===== config.mk =====
export PLATFORM = sky130hd
export DESIGN_NAME = spt_group
export DESIGN_NICKNAME = d
export VERILOG_FILES = /design/src/rtl/spt_pkg.sv /design/src/rtl/spt_group.sv
export SDC_FILE = /design/constraint.sdc
export NUM_CORES = 1
export LEC_CHECK = 0
export BUFFER_PORTS_ARGS = -buffer_cell sky130_fd_sc_hd__buf_2
export CAP_MARGIN = 20
export CORE_AREA = 2 2 176 178
export DETAILED_ROUTE_END_ITERATION = 10
export DIE_AREA = 0 0 178 180
export GPL_TIMING_DRIVEN = 0
export MAX_ROUTING_LAYER = met4
export SKIP_LAST_GASP = 1
export SLEW_MARGIN = 20
export SYNTH_ARGS = -nofsm -noshare
export SYNTH_HDL_FRONTEND = slang
export SYNTH_SLANG_ARGS = --single-unit
export TNS_END_PERCENT = 10

===== constraint.sdc =====
create_clock -name clk -period 0.95 [get_ports clk]
set_clock_uncertainty 0.05 [all_clocks]
set_input_delay 0.19 -clock clk [delete_from_list [all_inputs] [get_ports clk]]
set_output_delay 0.19 -clock clk [all_outputs]
set_load 0.02 [all_outputs]

===== src/rtl/spt_pkg.sv =====
package spt_pkg;

    localparam int DEPTH       = 64;
    localparam int CELL_IDX_W  = $clog2(DEPTH);
    localparam int COUNT_W     = $clog2(DEPTH + 1);
    localparam int GROUP_SIZE  = 8;
    localparam int NUM_GROUPS  = DEPTH / GROUP_SIZE;
    localparam int GROUP_IDX_W = $clog2(GROUP_SIZE);
    localparam int GSEL_W      = $clog2(NUM_GROUPS);

    localparam int KEY_W  = 16;
    localparam int ADDR_W = 32;
    localparam int POS_W  = 7;

    typedef enum logic [1:0] {
        CMD_FIND   = 2'd0,
        CMD_INSERT = 2'd1,
        CMD_REMOVE = 2'd2,
        CMD_READ   = 2'd3
    } cmd_t;

    typedef enum logic [1:0] {
        STAT_OK    = 2'd0,
        STAT_DUP   = 2'd1,
        STAT_FULL  = 2'd2,
        STAT_RANGE = 2'd3
    } status_t;

    typedef enum logic [1:0] {
        S_IDLE,
        S_EXEC,
        S_FINISH
    } state_t;

    typedef struct packed {
        cmd_t              command;
        logic [KEY_W-1:0]  port_key;
        logic [ADDR_W-1:0] peer_address;
        logic [POS_W-1:0]  position;
        logic              want_existing;
    } req_t;

    typedef struct packed {
        status_t           status;
        logic              found;
        logic [POS_W-1:0]  result_index;
        logic [KEY_W-1:0]  out_port;
        logic [ADDR_W-1:0] out_address;
        logic [POS_W-1:0]  entry_count;
    } rsp_t;

    // Per-cell controls driven by the sequencer in the top level.
    typedef struct packed {
        logic do_insert;
        logic do_remove;
        logic do_find;
        logic do_read;
        logic at_pos;
        logic above_pos;
        logic below_count;
    } cell_ctrl_t;

endpackage


===== src/rtl/spt_group.sv =====
module spt_group
    import spt_pkg::*;
(
    input  logic                                clk,
    input  logic                                rst_n,
    input  logic                                capture,
    input  logic [GROUP_SIZE-1:0]               hit,
    input  logic [GROUP_SIZE-1:0][KEY_W-1:0]    key,
    input  logic [GROUP_SIZE-1:0][ADDR_W-1:0]   addr,
    output logic                                any_hit,
    output logic [GROUP_IDX_W-1:0]              first_idx,
    output logic [KEY_W-1:0]                    first_key,
    output logic [ADDR_W-1:0]                   first_addr
);

    logic                   any_reg;
    logic [GROUP_IDX_W-1:0] idx_reg;
    logic [KEY_W-1:0]       key_reg;
    logic [ADDR_W-1:0]      addr_reg;

    logic                   any_next;
    logic [GROUP_IDX_W-1:0] idx_next;

    // Lowest hit wins: scan from the top so the last match assigned is the lowest.
    always_comb
    begin
        any_next = 1'b0;
        idx_next = '0;
        for (int i = GROUP_SIZE - 1; i >= 0; i--)
        begin
            if (hit[i])
            begin
                any_next = 1'b1;
                idx_next = GROUP_IDX_W'(i);
            end
        end
    end

    always_ff @(posedge clk or negedge rst_n)
    begin
        if (!rst_n)
        begin
            any_reg <= 1'b0;
        end
        else if (capture)
        begin
            any_reg <= any_next;
        end
    end

    always_ff @(posedge clk)
    begin
        if (capture)
        begin
            idx_reg  <= idx_next;
            key_reg  <= key[idx_next];
            addr_reg <= addr[idx_next];
        end
    end

    assign any_hit    = any_reg;
    assign first_idx  = idx_reg;
    assign first_key  = key_reg;
    assign first_addr = addr_reg;

endmodule


==> qor_table.md <==
| Group | Metric | Reported |
|:---|:---|:---|
| status | Status | finished with violations |
| status | Failing checks | setup timing |
| yosys | Most frequently used flop master after synthesis | sky130_fd_sc_hd__edfxtp_1 |
| layout | Ratio of cells with drive above 1 in the final layout | 70.8% |
| layout | Area Growth Syn to Fin | 106% |
| clock tree | H-tree depth reported by CTS | 2 |
| clock tree | Insertion delay of the later-clocked pin in the worst-skew pair | 310 ps |
| worst setup path | Worst-case register-to-register setup slack | 190 ps |
| power | Static Leakage | 4.58 nW |
| route | Routed wire length per instance | 24.7 um |
| die | Core outline area | 0.0302 mm2 |
| sta | Worst-case headroom to the max-slew limit | 43.4% |
| sta | Fmax | 0.604 GHz |
| sta | Transition time of the tightest slew-check pin | 849 ps |
| layout | Net count reported at finish | 1,456 |
| yosys | Post-Synthesis Net Count | 977 |
| worst setup path | Data required, critical path | 960 ps |
| grt | Number of antenna violations at the first check in global routing | 1 |
| sta | Total of endpoints with negative setup slack in the final report | 148 |
| layout | Number of fillers in the final layout | 3,138 |
| yosys | Share of synthesized registers carrying an async set or reset | 1.92% |
| sta | Min setup slack post-route | -705 ps |
| yosys | Mean area per synthesized cell | 8.68 um2 |
| die | Initial standard-cell utilization of the core | 16.7% |
| flow run | Number of violations of the max-capacitance limit | 0 |
| grt | GRT Resource Usage Total | 21.7% |
| worst setup path | Setup crit end kind | register |
| die | Overall die height | 180 um |
| worst hold path | Worst min-delay path class | input port to async pin |
| worst setup path | Worst Setup Path Type | input port to register |
| power | Peak ir drop on the vdd network | 0.000595 V |
| power | Power per standard cell area | 931 mW/mm2 |
| yosys | Dominant cell type by area after synthesis | sky130_fd_sc_hd__edfxtp_1 |
| clock tree | Clock slew at the register clock pins of the worst setup and hold paths | 80 ps |
| clock tree | Maximum clock path buffer count | 2 |
| grt | Global-route wire length before repair | 49.1 mm |
| grt | Largest net degree at the start of global routing | 54 |
| grt | Total congestion overflow after global routing | 0 |
| clock tree | Clock sink count | 52 |
| placed design | Number of input and output port buffers inserted | 446 |
| clock tree | Number of CTS-inserted buffers | 5 |
| yosys | Count of distinct cell types in the synthesized netlist | 25 |
| placed design | RePlAce Congestion | 0.917 |
| grt | Via count of the first global-routing pass | 7,755 |
| sta | Clock period minus final worst setup slack | 1660 ps |
| worst setup path | Type of element launching the critical path | input port |
| route | Number of design-rule violations left by the first detailed-router iteration | 464 |
| yosys | Synth Cell Area | 0.00505 mm2 |
| worst setup path | Number of cells on the worst reg-to-reg path | 2 |
| die | Boundary pin count | 447 |
| yosys | Sequential element share of the synthesized area | 30.8% |
| placed design | Setup WS pre-CTS | -1550 ps |
| yosys | Count of flip-flops with a built-in enable after synthesis | 51 |
| route | Antenna violation net count after detailed routing | 0 |
| yosys | Synth warn | 0 |
| sta | Final Max Slew Viols | 0 |
| sta | Setup repair after global routing missed its margin | yes |
| yosys | Most area-consuming cells after synthesis | sky130_fd_sc_hd__edfxtp_1 30%, sky130_fd_sc_hd__a211oi_1 28%, sky130_fd_sc_hd__and3_1 23% |
| yosys | Flop and latch count out of synthesis | 52 |
| yosys | Proportion of netlist area held by the largest area contributor | 30.3% |
| route | Vias post-DR | 7,492 |
| worst setup path | Start of the worst register-to-register path | any_hit$_DFFE_PN0P_ |
| clock tree | TritonCTS clock tree | built |
| route | DRC Markers | 0 |
| clock tree | Root buffer cell | sky130_fd_sc_hd__clkbuf_16 |
| die | Die width | 178 um |
| layout | Non-filler cells in the finished layout | 1,459 |
| sta | Tcrit/Tclk final | 174% |
| die | Area of the die | 0.0320 mm2 |
| placed design | Number of cells in the design after placement | 1,424 |
| route | Total routed wirelength | 36.1 mm |
| worst setup path | Highest fanout seen on the critical path | 10 |
| worst setup path | Reg-to-Reg End | any_hit$_DFFE_PN0P_ |
| sta | Final Hold Vio Count | 0 |
| die | Number of core rows | 64 |
| yosys | Cell count after synthesis | 582 |
| yosys | Most common library cells after synthesis | 187 x sky130_fd_sc_hd__a211oi_1, 187 x sky130_fd_sc_hd__and3_1, 51 x sky130_fd_sc_hd__edfxtp_1 |
| placed design | Sum of net half-perimeters after detailed placement | 26.7 mm |
| route | Detail-routed via count per cell | 5.14 |
| route | First-pass iteration count of the detailed router | 5 |
| worst setup path | Data arrival time of the worst path | 1660 ps |
## layer usage
metal | wire length, um | track usage, %
met5 | 0 | -
met4 | 1080 | 7.44
met3 | 2840 | 3.07
met2 | 17600 | 35.8
met1 | 14600 | 27.0
## cell families after synthesis
kind of cell,synth area share [%]
mux,0.991
buf+inv,7.51
flops,30.8
simple gates,30.5
compound gates,30.2
## stage by stage
stage               power (mW)  util, %  hold WS, ps  area [um2]  setup TNS [ps]
floorplan                 4.73        -         -156        5640          -28730
global placement          6.52     27.7        -84.6        8360         -109530
detailed placement        6.56     27.7        -83.7        8370          -88110
CTS                       9.44     32.6          136        9830          -39120
global route              10.1     34.4          140       10400          -45210
finish                    9.66     34.4          160       10400          -39280
## placed cells by master (no fill, tap or decap), types with 5 or more instances in the layout
cell type and n:
sky130_fd_sc_hd__and3_4 16, sky130_fd_sc_hd__buf_2 442, sky130_fd_sc_hd__a211oi_1 44, sky130_fd_sc_hd__buf_4 14, sky130_fd_sc_hd__clkbuf_16 15, sky130_fd_sc_hd__a211oi_4 27
sky130_fd_sc_hd__buf_12 21, sky130_fd_sc_hd__nor4_1 27, sky130_fd_sc_hd__edfxtp_1 51, sky130_fd_sc_hd__a211oi_2 116, sky130_fd_sc_hd__clkbuf_2 5, sky130_fd_sc_hd__and3_1 170
sky130_fd_sc_hd__buf_6 21, sky130_fd_sc_hd__buf_8 17, sky130_fd_sc_hd__clkbuf_8 13, sky130_fd_sc_hd__buf_16 7, sky130_fd_sc_hd__nor4_2 16
## sequential cells by signal, indices dropped and copies added, names as in the netlist
register / count
first_addr: 32
first_key: 16
first_idx: 3
any_hit: 1
## where the power goes
group / switching [mW] / internal [mW] / total, mW
Sequential: 0.0730 / 2.85 / 2.92
Combinational: 2.51 / 2.19 / 4.71
Clock: 0.972 / 1.06 / 2.03
## repair_timing
action | in CTS | in global routing
pin swaps | 33 | 27
setup endpoints to repair | 146 | 153
hold buffers | 1 | 0
resized for setup | 259 | 88
hold endpoints to repair | 1 | 0
cloned | 7 | 5
buffers inserted | 11 | 2
## area by class of cell
type	instances	area (um2)	area share (%)
Multi-Input combinational cell	449	4290	41.3
Clock buffer	8	146	1.41
Timing Repair Buffer	472	2740	26.4
Sequential cell	52	1560	15.0
Tap cell	396	495	4.77
Buffer	81	1160	11.2
Antenna cell	1	2.50	0.0241
## critical path, stage by stage
cell and delay [ps]:
sky130_fd_sc_hd__buf_6 100, sky130_fd_sc_hd__or2_4 280, sky130_fd_sc_hd__or2_4 270, sky130_fd_sc_hd__clkbuf_2 330
sky130_fd_sc_hd__a211oi_2 390, sky130_fd_sc_hd__nor4_2 90
## how the worst max path moves through the flow
stage | from | to | slack (ps) | cells after the start
after floorplan | hit[7] | first_key[1]$_DFFE_PP_ | -610 | 7
after global placement | hit[7] | first_addr[7]$_DFFE_PP_ | -1490 | 8
after detailed placement | hit[7] | first_key[8]$_DFFE_PP_ | -1550 | 8
after CTS | hit[4] | first_key[3]$_DFFE_PP_ | -670 | 8
after global routing | hit[2] | first_key[11]$_DFFE_PP_ | -720 | 8
final | hit[1] | first_key[2]$_DFFE_PP_ | -710 | 6
No activity file was read; power rests on OpenSTA's default activity.
