<file path="src/rtl/spt_pkg.sv">
package spt_pkg;

    localparam int DEPTH       = 64;
    localparam int CELL_IDX_W  = $clog2(DEPTH);
    localparam int COUNT_W     = $clog2(DEPTH + 1);
    localparam int GROUP_SIZE  = 8;
    localparam int NUM_GROUPS  = DEPTH / GROUP_SIZE;
    localparam int GROUP_IDX_W = $clog2(GROUP_SIZE);
    localparam int GSEL_W      = $clog2(NUM_GROUPS);

    localparam int KEY_W  = 16;
    localparam int ADDR_W = 32;
    localparam int POS_W  = 7;

    typedef enum logic [1:0] {
        CMD_FIND   = 2'd0,
        CMD_INSERT = 2'd1,
        CMD_REMOVE = 2'd2,
        CMD_READ   = 2'd3
    } cmd_t;

    typedef enum logic [1:0] {
        STAT_OK    = 2'd0,
        STAT_DUP   = 2'd1,
        STAT_FULL  = 2'd2,
        STAT_RANGE = 2'd3
    } status_t;

    typedef enum logic [1:0] {
        S_IDLE,
        S_EXEC,
        S_FINISH
    } state_t;

    typedef struct packed {
        cmd_t              command;
        logic [KEY_W-1:0]  port_key;
        logic [ADDR_W-1:0] peer_address;
        logic [POS_W-1:0]  position;
        logic              want_existing;
    } req_t;

    typedef struct packed {
        status_t           status;
        logic              found;
        logic [POS_W-1:0]  result_index;
        logic [KEY_W-1:0]  out_port;
        logic [ADDR_W-1:0] out_address;
        logic [POS_W-1:0]  entry_count;
    } rsp_t;

    // Per-cell controls driven by the sequencer in the top level.
    typedef struct packed {
        logic do_insert;
        logic do_remove;
        logic do_find;
        logic do_read;
        logic at_pos;
        logic above_pos;
        logic below_count;
    } cell_ctrl_t;

endpackage

</file>
<file path="src/rtl/spt_cell.sv">
module spt_cell
    import spt_pkg::*;
(
    input  logic              clk,
    input  cell_ctrl_t        ctrl,
    input  logic [KEY_W-1:0]  cmp_key,
    input  logic [ADDR_W-1:0] new_addr,
    input  logic [KEY_W-1:0]  left_key,
    input  logic [ADDR_W-1:0] left_addr,
    input  logic [KEY_W-1:0]  right_key,
    input  logic [ADDR_W-1:0] right_addr,
    output logic [KEY_W-1:0]  key,
    output logic [ADDR_W-1:0] addr,
    output logic              hit
);

    logic [KEY_W-1:0]  key_reg;
    logic [ADDR_W-1:0] addr_reg;

    // Insert opens a gap by taking the lower neighbor; remove closes it by
    // taking the upper neighbor. Entries at or past the count hold don't-care data.
    always_ff @(posedge clk)
    begin
        if (ctrl.do_insert && ctrl.at_pos)
        begin
            key_reg  <= cmp_key;
            addr_reg <= new_addr;
        end
        else if (ctrl.do_insert && ctrl.above_pos)
        begin
            key_reg  <= left_key;
            addr_reg <= left_addr;
        end
        else if (ctrl.do_remove && (ctrl.at_pos || ctrl.above_pos))
        begin
            key_reg  <= right_key;
            addr_reg <= right_addr;
        end
    end

    always_comb
    begin
        hit = (ctrl.do_find && ctrl.below_count && (key_reg >= cmp_key))
            || (ctrl.do_read && ctrl.at_pos);
    end

    assign key  = key_reg;
    assign addr = addr_reg;

endmodule

</file>
<file path="config.mk">
export PLATFORM = sky130hd
export DESIGN_NAME = spt_cell
export DESIGN_NICKNAME = d
export VERILOG_FILES = /design/src/rtl/spt_pkg.sv /design/src/rtl/spt_cell.sv
export SDC_FILE = /design/constraint.sdc
export NUM_CORES = 1
export LEC_CHECK = 0
export BUFFER_PORTS_ARGS = -buffer_cell sky130_fd_sc_hd__buf_2
export CORE_ASPECT_RATIO = 1.75
export CORE_MARGIN = 1.5
export CORE_UTILIZATION = 42
export DETAILED_ROUTE_END_ITERATION = 8
export GPL_TIMING_DRIVEN = 0
export PLACE_DENSITY = 0.82
export SLEW_MARGIN = 20
export SYNTH_ARGS = -nofsm -noshare
export SYNTH_HDL_FRONTEND = slang
export SYNTH_SLANG_ARGS = --single-unit
</file>
<file path="constraint.sdc">
create_clock -name clk -period 2.1 [get_ports clk]
set_input_delay 0.105 -clock clk [delete_from_list [all_inputs] [get_ports clk]]
set_output_delay 0.105 -clock clk [all_outputs]
set_load 0.01 [all_outputs]
</file>
==> flow_results.xml, run 1 <==
<?xml version="1.0" encoding="UTF-8"?>
<metrics>
  <group name="cells_and_area">
    <metric name="area_growth" unit="%">47.6</metric>
    <metric name="largest_register_ff_count" unit="">32</metric>
    <metric name="diodes" unit="">0</metric>
    <metric name="final-instance-count-excl-fill" unit="">565</metric>
    <metric name="layout.core_utilization" unit="">0.647</metric>
    <metric name="drive_gt1_frac" unit="">0.478</metric>
    <metric name="final.fill_count" unit="">553</metric>
    <metric name="design.final.nets" unit="">651</metric>
    <metric name="finalInstanceArea" unit="µm²">4230</metric>
  </group>
  <group name="sta">
    <metric name="post-route-period-util" unit="">1.03</metric>
    <metric name="worst-slew-pin-transition" unit="ps">561</metric>
    <metric name="final_critical_path_setup_slack" unit="ps">-60.8</metric>
    <metric name="period_minus_slack" unit="ps">2160</metric>
    <metric name="setup_total_negative_slack" unit="ps">-60.8</metric>
    <metric name="max_freq" unit="GHz">0.463</metric>
    <metric name="slew_headroom" unit="">0.626</metric>
    <metric name="rsz0062_at_grt" unit="">yes</metric>
    <metric name="final_count_of_pins_violating_max_slew" unit="">0</metric>
    <metric name="timing.final.hold_violations" unit="">0</metric>
    <metric name="setup_viol_count_final" unit="">1</metric>
  </group>
  <group name="power_and_ir_drop">
    <metric name="vdd.ir_drop.worst" unit="mV">0.441</metric>
    <metric name="power_density" unit="nW/µm²">645</metric>
    <metric name="leakagePower" unit="nW">2.21</metric>
    <metric name="total_power" unit="W">0.00273</metric>
  </group>
  <group name="global_route">
    <metric name="global_route.usage.met2" unit="">0.456</metric>
    <metric name="grt_util_met3" unit="">0.0261</metric>
    <metric name="grt_start_max_net_pins" unit="">28</metric>
    <metric name="grtUsageTotal" unit="">0.235</metric>
    <metric name="grt_pass1_wl" unit="µm">13300</metric>
    <metric name="busiest_layer" unit="">met2</metric>
    <metric name="globalRoute.totalOverflow" unit="">0</metric>
    <metric name="grt_util_met1" unit="">0.251</metric>
    <metric name="vias_in_the_first_global_route" unit="">2926</metric>
    <metric name="antenna_violations_before_repair" unit="">0</metric>
  </group>
  <group name="synth">
    <metric name="number_of_synthesized_flops_with_an_enable_pin" unit="">48</metric>
    <metric name="syn_avg_cell_area" unit="µm²">10.7</metric>
    <metric name="synth.most_common_cell" unit="">nand2_1</metric>
    <metric name="synth_ff_type" unit="">edfxtp_1</metric>
    <metric name="synth.distinct_cells" unit="">23</metric>
    <metric name="synth.yosys.seq_area_share" unit="">0.503</metric>
    <metric name="synth_xor_xnor_area_share" unit="">0</metric>
    <metric name="compound_cell_area_share_of_the_yosys_netlist" unit="">0.122</metric>
    <metric name="synth_seq_cells" unit="">48</metric>
    <metric name="post_synth_fa_ha_maj_area_fraction" unit="">0.0699</metric>
    <metric name="synthesis.yosys.warnings" unit="">0</metric>
    <metric name="synth_top_family_by_area" unit="">multiplexers</metric>
    <metric name="netlist_top_cells_count" unit="">nand2_1, o21ai_0, edfxtp_1, mux2i_1, inv_1</metric>
    <metric name="yosys-mux-area-fraction" unit="">0.168</metric>
    <metric name="area_fraction_in_and_or_nand_and_nor_cells_after_synthesis" unit="">0.0830</metric>
    <metric name="synthTopCellsByArea" unit="">edfxtp_1, mux2i_1, o21ai_0</metric>
    <metric name="most_area_hungry_cell_type_in_the_yosys_netlist" unit="">edfxtp_1</metric>
    <metric name="post-synth-top-area-fraction" unit="">0.503</metric>
    <metric name="post_synth_instance_area" unit="µm²">2870</metric>
    <metric name="synth_async_sr_flop_share" unit="">0</metric>
    <metric name="synth_fp_nets" unit="">436</metric>
    <metric name="synth_cells" unit="">268</metric>
  </group>
  <group name="cts">
    <metric name="hold_buffers" unit="">0</metric>
    <metric name="clock_tree_from_tritoncts" unit="">built</metric>
    <metric name="clkTransAtPathRegs" unit="ps">60</metric>
    <metric name="root_buffer" unit="">clkbuf_16</metric>
    <metric name="ctsLongestPathBuffers" unit="">2</metric>
    <metric name="cts.htree.levels" unit="">2</metric>
    <metric name="numClockSinks" unit="">48</metric>
    <metric name="cts_inserted_buffers" unit="">5</metric>
  </group>
  <group name="route">
    <metric name="dr.first_iter.drc_count" unit="">190</metric>
    <metric name="detail_route.first_pass.iterations" unit="">4</metric>
    <metric name="wirelength" unit="µm">8500</metric>
    <metric name="avgRoutedWirePerCell" unit="µm">15.0</metric>
    <metric name="final_antenna_net_count" unit="">0</metric>
    <metric name="vias_per_cell" unit="">4.97</metric>
    <metric name="post-route-drc-count" unit="">0</metric>
    <metric name="vias" unit="">2806</metric>
  </group>
  <group name="worst_setup_path">
    <metric name="timing_worst_setup_path_type" unit="">flip-flop to output port</metric>
    <metric name="critPathCaptureType" unit="">output port</metric>
    <metric name="startpoint_kind_of_the_worst_setup_timing_path" unit="">flip-flop</metric>
    <metric name="cp_data_arrival_time" unit="ps">2060</metric>
    <metric name="crit_required" unit="ps">2000</metric>
    <metric name="path_max_fanout" unit="">3</metric>
  </group>
  <group name="placed_design">
    <metric name="hpwl" unit="µm">6850</metric>
    <metric name="place.gp.congestion" unit="">0.883</metric>
    <metric name="placed_cells_incl_taps" unit="">551</metric>
    <metric name="placement.cell_area" unit="µm²">3990</metric>
    <metric name="numPortBuffers" unit="">200</metric>
  </group>
  <group name="die">
    <metric name="floorplan.io_pins" unit="">201</metric>
    <metric name="die_area" unit="µm²">7350</metric>
    <metric name="coreArea" unit="µm²">6540</metric>
    <metric name="die_w" unit="µm">65.4</metric>
    <metric name="floorplan.initialDensity" unit="">0.438</metric>
    <metric name="core.rowCount" unit="">39</metric>
    <metric name="die_y" unit="µm">112</metric>
  </group>
  <group name="status">
    <metric name="outcome" unit="">finished with violations</metric>
    <metric name="violations" unit="">negative setup slack</metric>
  </group>
  <group name="hold_path">
    <metric name="min_path_type" unit="">primary input to flip-flop</metric>
  </group>
  <group name="job">
    <metric name="cap_violations" unit="">0</metric>
  </group>
</metrics>
[cell usage in the layout, fill, tap and decap left out, types with 2 or more instances in the layout]
cell / Yosys / routed
a21o_1: 2 / 2
clkbuf_16: 0 / 5
ha_4: 0 / 3
edfxtp_1: 48 / 48
nand2_1: 51 / 51
mux2i_1: 48 / 48
nand4_1: 3 / 3
buf_2: 5 / 205
inv_1: 18 / 18
o21ai_0: 50 / 50
clkbuf_1: 5 / 6
a21oi_1: 5 / 5
nand3_1: 2 / 2
buf_4: 5 / 12
ha_1: 16 / 13
[layer usage]
metal | vias up | routed length (µm)
met4 | 0 | 132
met3 | 13 | 404
met1 | 1284 | 3030
li1 | 1398 | -
met5 | - | 0
met2 | 111 | 4930
[final timing paths]
kind                     startpoint                  to  slack (ps)  depth (start not counted)
setup / recovery  key[15]$_DFFE_PP_                 hit         -60                          6
hold / removal         new_addr[21]  addr[21]$_DFFE_PP_          90                          3
[where the power goes]
part / leakage, nW / internal (W) / switching (W)
Clock: 0.0667 / 0.000433 / 0.000313
Combinational: 1.67 / 0.000349 / 0.000374
Sequential: 0.475 / 0.00121 / 0.0000453
[cells by family after synthesis]
group | Yosys count
DFF | 48
adders and majority gates | 16
muxes | 48
AOI/OAI and AO/OA | 63
and+or+nand+nor | 59
buffers and inverters | 34
[worst max-delay path, cell delays in order, from the launching register on]
cell,delay [ps]
edfxtp_1,440
ha_4,310
nand4_1,110
or3_4,410
a221oi_4,210
o41a_1,170
buf_2,130
[cell type report]
type,count,area (µm²),area share
Sequential cell,48,1440,0.341
Multi-Input combinational cell,186,1320,0.313
Timing Repair Buffer,208,1070,0.254
Clock buffer,6,129,0.0305
Tap cell,82,103,0.0243
Buffer,16,88.8,0.0210
Inverter,18,67.6,0.0160
Clock inverter,1,5.00,0.00118
[timing repair]
item                                   4_1_cts  5_1_grt
gates resized for setup                      4        1
setup endpoints to repair                    1        1
endpoints found under the hold margin        0        0
pin swaps                                    4        4
buffers inserted                             7        0
[per-stage QoR]
step | hold WS (ps) | setup WS, ps
final | 94.5 | -60.8
after global routing | 109 | -157
after CTS | 94.3 | -52.7
after detailed placement | 384 | 102
after global placement | 377 | -195
after floorplan | 292 | 376
Power figures use the tool's default switching activity.
==> run 2: changes to the inputs <==
--- a/config.mk
+++ b/config.mk
@@ -5,13 +5,15 @@
 export SDC_FILE = /design/constraint.sdc
 export NUM_CORES = 1
 export LEC_CHECK = 0
+export ABC_AREA = 1
 export BUFFER_PORTS_ARGS = -buffer_cell sky130_fd_sc_hd__buf_2
 export CORE_ASPECT_RATIO = 1.75
 export CORE_MARGIN = 1.5
-export CORE_UTILIZATION = 42
+export CORE_UTILIZATION = 41
 export DETAILED_ROUTE_END_ITERATION = 8
 export GPL_TIMING_DRIVEN = 0
-export PLACE_DENSITY = 0.82
+export PLACE_DENSITY = 0.8
+export SETUP_SLACK_MARGIN = 0.02
 export SLEW_MARGIN = 20
 export SYNTH_ARGS = -nofsm -noshare
 export SYNTH_HDL_FRONTEND = slang
==> run 2 against run 1 <==
- the flow now finishes without violations
- design area fell by 3.2%
- via count rose by 12%
- power rose by 2.8%
- final cell count rose by 12%
- setup slack improved by 290 ps
- die area rose by 1.4%
- first-iteration DRC count fell by 3.7%
- non-clock buffer count fell by 4
- critical path type unchanged
==> flow_results.xml, run 2 <==
<?xml version="1.0" encoding="UTF-8"?>
<metrics>
  <group name="power_and_ir_drop">
    <metric name="vdd.ir_drop.worst" unit="mV">0.531</metric>
    <metric name="power_density" unit="nW/µm²">685</metric>
    <metric name="leakagePower" unit="nW">2.09</metric>
    <metric name="total_power" unit="W">0.00280</metric>
  </group>
  <group name="cts">
    <metric name="cts.repair.resized" unit="">0</metric>
    <metric name="hold_buffers" unit="">0</metric>
    <metric name="cts.htree.levels" unit="">2</metric>
    <metric name="clock_tree_from_tritoncts" unit="">built</metric>
    <metric name="clkTransAtPathRegs" unit="ps">60</metric>
    <metric name="post-cts-setup-buffer-count" unit="">0</metric>
    <metric name="root_buffer" unit="">clkbuf_16</metric>
    <metric name="numClockSinks" unit="">48</metric>
    <metric name="ctsLongestPathBuffers" unit="">2</metric>
    <metric name="cts_inserted_buffers" unit="">5</metric>
  </group>
  <group name="status">
    <metric name="outcome" unit="">finished, final reports clean</metric>
  </group>
  <group name="worst_setup_path">
    <metric name="critPathCaptureType" unit="">output port</metric>
    <metric name="path_max_fanout" unit="">2</metric>
    <metric name="crit_required" unit="ps">2000</metric>
    <metric name="cp_data_arrival_time" unit="ps">1760</metric>
    <metric name="startpoint_kind_of_the_worst_setup_timing_path" unit="">flip-flop</metric>
    <metric name="timing_worst_setup_path_type" unit="">flip-flop to output port</metric>
  </group>
  <group name="sta">
    <metric name="rsz0062_at_grt" unit="">no</metric>
    <metric name="period_minus_slack" unit="ps">1870</metric>
    <metric name="setup_viol_count_final" unit="">0</metric>
    <metric name="timing.final.hold_violations" unit="">0</metric>
    <metric name="max_freq" unit="GHz">0.536</metric>
    <metric name="final_count_of_pins_violating_max_slew" unit="">0</metric>
    <metric name="slew_headroom" unit="">0.534</metric>
    <metric name="post-route-period-util" unit="">0.889</metric>
    <metric name="setup_total_negative_slack" unit="ps">0</metric>
    <metric name="worst-slew-pin-transition" unit="ps">699</metric>
  </group>
  <group name="synth">
    <metric name="compound_cell_area_share_of_the_yosys_netlist" unit="">0.126</metric>
    <metric name="area_fraction_in_and_or_nand_and_nor_cells_after_synthesis" unit="">0.233</metric>
    <metric name="synthTopCellsByArea" unit="">edfxtp_1, nand2_1, a31oi_1</metric>
    <metric name="synth_fp_nets" unit="">507</metric>
    <metric name="synth_seq_cells" unit="">48</metric>
    <metric name="synth_cells" unit="">339</metric>
    <metric name="synth_ff_type" unit="">edfxtp_1</metric>
    <metric name="yosys-mux-area-fraction" unit="">0</metric>
    <metric name="synth.distinct_cells" unit="">17</metric>
    <metric name="synth_top_family_by_area" unit="">simple AND/OR/NAND/NOR gates</metric>
    <metric name="synth_xor_xnor_area_share" unit="">0</metric>
    <metric name="post_synth_instance_area" unit="µm²">2840</metric>
    <metric name="post-synth-top-area-fraction" unit="">0.508</metric>
    <metric name="synth_async_sr_flop_share" unit="">0</metric>
    <metric name="synth.yosys.seq_area_share" unit="">0.508</metric>
    <metric name="synthesis.yosys.warnings" unit="">0</metric>
    <metric name="netlist_top_cells_count" unit="">nand2_1, nor2_1, a31oi_1, edfxtp_1, inv_1</metric>
    <metric name="most_area_hungry_cell_type_in_the_yosys_netlist" unit="">edfxtp_1</metric>
    <metric name="post_synth_fa_ha_maj_area_fraction" unit="">0.0706</metric>
    <metric name="number_of_synthesized_flops_with_an_enable_pin" unit="">48</metric>
    <metric name="synth.most_common_cell" unit="">nand2_1</metric>
    <metric name="syn_avg_cell_area" unit="µm²">8.37</metric>
  </group>
  <group name="die">
    <metric name="core.rowCount" unit="">40</metric>
    <metric name="floorplan.io_pins" unit="">201</metric>
    <metric name="die_w" unit="µm">65.9</metric>
    <metric name="die_y" unit="µm">113</metric>
    <metric name="coreArea" unit="µm²">6760</metric>
    <metric name="die_area" unit="µm²">7450</metric>
    <metric name="floorplan.initialDensity" unit="">0.420</metric>
  </group>
  <group name="route">
    <metric name="vias" unit="">3140</metric>
    <metric name="wirelength" unit="µm">8880</metric>
    <metric name="avgRoutedWirePerCell" unit="µm">14.1</metric>
    <metric name="final_antenna_net_count" unit="">0</metric>
    <metric name="detail_route.first_pass.iterations" unit="">4</metric>
    <metric name="vias_per_cell" unit="">4.98</metric>
    <metric name="dr.first_iter.drc_count" unit="">183</metric>
    <metric name="post-route-drc-count" unit="">0</metric>
  </group>
  <group name="cells_and_area">
    <metric name="multi_input_area" unit="µm²">1230</metric>
    <metric name="final-seq-area" unit="µm²">1440</metric>
    <metric name="drive_gt1_frac" unit="">0.400</metric>
    <metric name="final.fill_count" unit="">633</metric>
    <metric name="largest_register_ff_count" unit="">32</metric>
    <metric name="diodes" unit="">0</metric>
    <metric name="area_growth" unit="%">44.3</metric>
    <metric name="design.final.nets" unit="">714</metric>
    <metric name="final_common_cell" unit="">buf_2</metric>
    <metric name="mostFrequentLayoutCells" unit="">buf_2, nand2_1, nor2_1</metric>
  </group>
  <group name="global_route">
    <metric name="globalRoute.totalOverflow" unit="">0</metric>
    <metric name="vias_in_the_first_global_route" unit="">3149</metric>
    <metric name="antenna_violations_before_repair" unit="">0</metric>
    <metric name="grt_pass1_wl" unit="µm">14000</metric>
    <metric name="grtUsageTotal" unit="">0.243</metric>
    <metric name="grt_start_max_net_pins" unit="">49</metric>
  </group>
  <group name="placed_design">
    <metric name="place.gp.congestion" unit="">0.917</metric>
    <metric name="hpwl" unit="µm">7000</metric>
    <metric name="numPortBuffers" unit="">200</metric>
  </group>
  <group name="hold_path">
    <metric name="min_path_type" unit="">primary input to flip-flop</metric>
  </group>
  <group name="job">
    <metric name="cap_violations" unit="">0</metric>
  </group>
</metrics>
## run 2: cell count changes in the layout (fill, tap and decap cells not counted), sizes merged, moves of 2 or more
cell | previous run | this run
a31oi | 0 | 48
nand4 | 3 | 1
nor2 | 0 | 52
clkinv | 1 | 3
o21ai | 50 | 3
mux2i | 48 | 0
buf | 218 | 209
a21oi | 5 | 7
clkbuf | 12 | 16
inv | 18 | 22
a21o | 2 | 0
nand2 | 51 | 119
## run 2: worst paths after layout
check / startpoint / to / slack, ps / depth (start not counted)
hold / removal: new_addr[6] / addr[6]$_DFFE_PP_ / 160 / 3
setup / recovery: key[3]$_DFFE_PP_ / hit / 230 / 12
## run 2: cell type report
| class | instances | area share |
|---|---|---|
| Sequential cell | 48 | 0.352 |
| Multi-Input combinational cell | 249 | 0.301 |
| Timing Repair Buffer | 200 | 0.244 |
| Clock buffer | 5 | 0.0306 |
| Tap cell | 84 | 0.0257 |
| Buffer | 20 | 0.0229 |
| Inverter | 22 | 0.0202 |
| Clock inverter | 3 | 0.00336 |
## run 2: logic make-up after synthesis
group / count (synthesis)
adder cells (fa/ha/maj): 16
AND/OR/NAND/NOR: 174
buffers and inverters: 42
flip-flops: 48
AO/OA/AOI/OAI: 59
## run 2: worst max-delay path, cell delays in order (launching register included)
cell and delay, ps:
edfxtp_1 380, ha_1 310, nand2_1 80, nor2_1 130
nor2_1 50, nand2_1 70, nand2_1 60, nand2_1 80
nand2_1 50, nand2_1 50, nand2_1 50, nand2_1 50
buf_2 120
## run 2: per-layer routing
| layer | up-vias | wire, µm | part of all wire | track usage |
|---|---|---|---|---|
| met3 | 18 | 566 | 0.064 | 0.0467 |
| met5 | - | 0 | 0 | 0 |
| met4 | 0 | 222 | 0.025 | 0.0931 |
| met1 | 1415 | 3310 | 0.37 | 0.267 |
| li1 | 1563 | - | - | - |
| met2 | 144 | 4780 | 0.54 | 0.445 |
## run 2: power breakdown
group	internal [W]	switching [W]	total, W
clock network	0.000433	0.000337	0.000770
logic	0.000328	0.000421	0.000749
registers	0.00123	0.0000508	0.00128
total	0.00199	0.000809	0.00280
## run 2: per-stage QoR
| step | util | hold slack, ps | instances | worst slack [ps] | instance area [µm²] |
|---|---|---|---|---|---|
| final | 0.606 | 162 | 631 | 233 | 4090 |
| after global routing | 0.606 | 172 | 631 | 110 | 4090 |
| after CTS | 0.606 | 155 | 631 | 223 | 4090 |
| after detailed placement | 0.585 | 454 | 623 | 40.8 | 3960 |
| after global placement | 0.584 | 445 | 623 | -467 | 3950 |
| after floorplan | - | 325 | 339 | 308 | 2840 |
==> run 3: changes to the inputs <==
--- a/config.mk
+++ b/config.mk
@@ -7,12 +7,14 @@
 export LEC_CHECK = 0
 export ABC_AREA = 1
 export BUFFER_PORTS_ARGS = -buffer_cell sky130_fd_sc_hd__buf_2
+export CELL_PAD_IN_SITES_DETAIL_PLACEMENT = 1
+export CELL_PAD_IN_SITES_GLOBAL_PLACEMENT = 1
 export CORE_ASPECT_RATIO = 1.75
 export CORE_MARGIN = 1.5
-export CORE_UTILIZATION = 41
+export CORE_UTILIZATION = 28
 export DETAILED_ROUTE_END_ITERATION = 8
 export GPL_TIMING_DRIVEN = 0
-export PLACE_DENSITY = 0.8
+export PLACE_DENSITY_LB_ADDON = 0.1
 export SETUP_SLACK_MARGIN = 0.02
 export SLEW_MARGIN = 20
 export SYNTH_ARGS = -nofsm -noshare
==> run 3 against run 2 <==
- largest power group unchanged
- final cell count rose by 6.3%
- core utilization down 19 points
- maximum frequency up 2.3%
- setup slack gained 41 ps
- non-clock buffer count unchanged
- global-route usage decreased by 4.4 points
- via count is 1.9% higher
==> flow_results.xml, run 3 (synthesis results as in run 2) <==
<?xml version="1.0" encoding="UTF-8"?>
<metrics>
  <group name="status">
    <metric name="outcome" unit="">finished, final reports clean</metric>
  </group>
  <group name="cts">
    <metric name="clock_tree_from_tritoncts" unit="">built</metric>
    <metric name="numClockSinks" unit="">48</metric>
    <metric name="cts.repair.resized" unit="">0</metric>
    <metric name="post-cts-setup-buffer-count" unit="">0</metric>
    <metric name="hold_buffers" unit="">0</metric>
    <metric name="ctsLongestPathBuffers" unit="">2</metric>
    <metric name="cts_inserted_buffers" unit="">5</metric>
    <metric name="clkTransAtPathRegs" unit="ps">70</metric>
    <metric name="cts.htree.levels" unit="">2</metric>
    <metric name="root_buffer" unit="">clkbuf_16</metric>
  </group>
  <group name="placed_design">
    <metric name="placed_cells_incl_taps" unit="">664</metric>
    <metric name="preCtsSetupSlack" unit="ps">-83.8</metric>
    <metric name="hpwl" unit="µm">8510</metric>
    <metric name="numPortBuffers" unit="">200</metric>
    <metric name="placement.cell_area" unit="µm²">4010</metric>
    <metric name="place.gp.congestion" unit="">0.781</metric>
  </group>
  <group name="cells_and_area">
    <metric name="final_common_cell" unit="">buf_2</metric>
    <metric name="design.final.nets" unit="">714</metric>
    <metric name="final.fill_count" unit="">1294</metric>
    <metric name="final-instance-count-excl-fill" unit="">671</metric>
    <metric name="area_growth" unit="%">45.9</metric>
    <metric name="layout.core_utilization" unit="">0.420</metric>
    <metric name="diodes" unit="">0</metric>
    <metric name="mostFrequentLayoutCells" unit="">buf_2, nand2_1, nor2_1</metric>
    <metric name="largest_register_ff_count" unit="">32</metric>
    <metric name="finalInstanceArea" unit="µm²">4140</metric>
    <metric name="drive_gt1_frac" unit="">0.397</metric>
  </group>
  <group name="route">
    <metric name="wirelength" unit="µm">10500</metric>
    <metric name="final_antenna_net_count" unit="">0</metric>
    <metric name="avgRoutedWirePerCell" unit="µm">15.7</metric>
    <metric name="dr.first_iter.drc_count" unit="">71</metric>
    <metric name="post-route-drc-count" unit="">0</metric>
    <metric name="vias_per_cell" unit="">4.77</metric>
    <metric name="vias" unit="">3201</metric>
    <metric name="detail_route.first_pass.iterations" unit="">4</metric>
  </group>
  <group name="sta">
    <metric name="max_freq" unit="GHz">0.548</metric>
    <metric name="setup_viol_count_final" unit="">0</metric>
    <metric name="post-route-period-util" unit="">0.869</metric>
    <metric name="final_count_of_pins_violating_max_slew" unit="">0</metric>
    <metric name="timing.final.hold_violations" unit="">0</metric>
    <metric name="slew_headroom" unit="">0.507</metric>
    <metric name="period_minus_slack" unit="ps">1830</metric>
    <metric name="rsz0062_at_grt" unit="">no</metric>
    <metric name="final_critical_path_setup_slack" unit="ps">275</metric>
    <metric name="setup_total_negative_slack" unit="ps">0</metric>
    <metric name="worst-slew-pin-transition" unit="ps">739</metric>
  </group>
  <group name="hold_path">
    <metric name="min_path_type" unit="">primary input to flip-flop</metric>
    <metric name="min_delay_path_depth" unit="">3</metric>
    <metric name="timing.hold.worst_endpoint" unit="">addr[23]$_DFFE_PP_</metric>
    <metric name="worst_hold_startpoint" unit="">new_addr[23]</metric>
  </group>
  <group name="worst_setup_path">
    <metric name="startpoint_kind_of_the_worst_setup_timing_path" unit="">flip-flop</metric>
    <metric name="timing_worst_setup_path_type" unit="">flip-flop to output port</metric>
    <metric name="cp_data_arrival_time" unit="ps">1720</metric>
    <metric name="critPathCaptureType" unit="">output port</metric>
    <metric name="path_max_fanout" unit="">2</metric>
    <metric name="crit_required" unit="ps">2000</metric>
  </group>
  <group name="power_and_ir_drop">
    <metric name="power_density" unit="nW/µm²">680</metric>
    <metric name="vdd.ir_drop.worst" unit="mV">0.310</metric>
    <metric name="leakagePower" unit="nW">2.09</metric>
  </group>
  <group name="global_route">
    <metric name="busiest_layer" unit="">met2</metric>
    <metric name="grt_util_met3" unit="">0.0483</metric>
    <metric name="grt_start_max_net_pins" unit="">49</metric>
    <metric name="antenna_violations_before_repair" unit="">0</metric>
    <metric name="grt_util_met1" unit="">0.191</metric>
    <metric name="globalRoute.totalOverflow" unit="">0</metric>
    <metric name="global_route.usage.met2" unit="">0.388</metric>
    <metric name="grt_pass1_wl" unit="µm">16400</metric>
    <metric name="vias_in_the_first_global_route" unit="">3419</metric>
    <metric name="grtUsageTotal" unit="">0.199</metric>
  </group>
  <group name="die">
    <metric name="coreArea" unit="µm²">9850</metric>
    <metric name="floorplan.initialDensity" unit="">0.288</metric>
    <metric name="die_w" unit="µm">79.1</metric>
    <metric name="floorplan.io_pins" unit="">201</metric>
    <metric name="die_area" unit="µm²">10800</metric>
    <metric name="core.rowCount" unit="">48</metric>
    <metric name="die_y" unit="µm">136</metric>
  </group>
  <group name="job">
    <metric name="cap_violations" unit="">0</metric>
  </group>
</metrics>
run 3: changes by cell type in the layout (fill, tap and decap cells not counted):
cell and delta:
clkinv_2 -2, clkinv_1 +1
run 3: report_power, final:
part / internal [W] / switching (W)
registers: 0.00123 / 0.0000494
clock network: 0.000428 / 0.000353
logic: 0.000327 / 0.000426
run 3: final cells by class:
type                            instances  area [µm²]  area share
Sequential cell                        48        1440       0.348
Multi-Input combinational cell        249        1230       0.297
Timing Repair Buffer                  200        1000       0.242
Tap cell                              125         156      0.0378
Clock buffer                            5         125      0.0302
Buffer                                 20        93.8      0.0227
Inverter                               22        82.6      0.0200
Clock inverter                          2        7.51     0.00181
run 3: worst max path at each step:
stage	slack [ps]	endpoint	from
3_5_place_dp	-80	addr[21]$_DFFE_PP_	ctrl[2]
5_1_grt	60	hit	key[3]$_DFFE_PP_
4_1_cts	210	hit	key[3]$_DFFE_PP_
2_1_floorplan	310	addr[0]$_DFFE_PP_	ctrl[2]
6_report	270	hit	key[3]$_DFFE_PP_
3_3_place_gp	-720	addr[13]$_DFFE_PP_	ctrl[2]
run 3: worst max-delay path, stage by stage, from the launching register on:
cell      delay, ps
edfxtp_1        390
ha_1            300
nand2_1          90
nor2_1           50
nor2_1           80
nand2_1          70
nand2_1          60
nand2_1          60
nand2_1          60
nand2_1          50
nand2_1          50
nand2_1          40
buf_2           130
run 3: stage by stage:
stage / total power [W] / hold WS [ps]
2_1_floorplan: 0.00167 / 325
3_3_place_gp: 0.00205 / 444
3_5_place_dp: 0.00208 / 458
4_1_cts: 0.00285 / 153
5_1_grt: 0.00298 / 161
6_report: 0.00282 / 153
run 3: layer usage:
layer	wire length, µm	up-vias
met2	5930	122
met4	309	0
met5	0	-
met1	3580	1492
li1	-	1569
met3	689	18
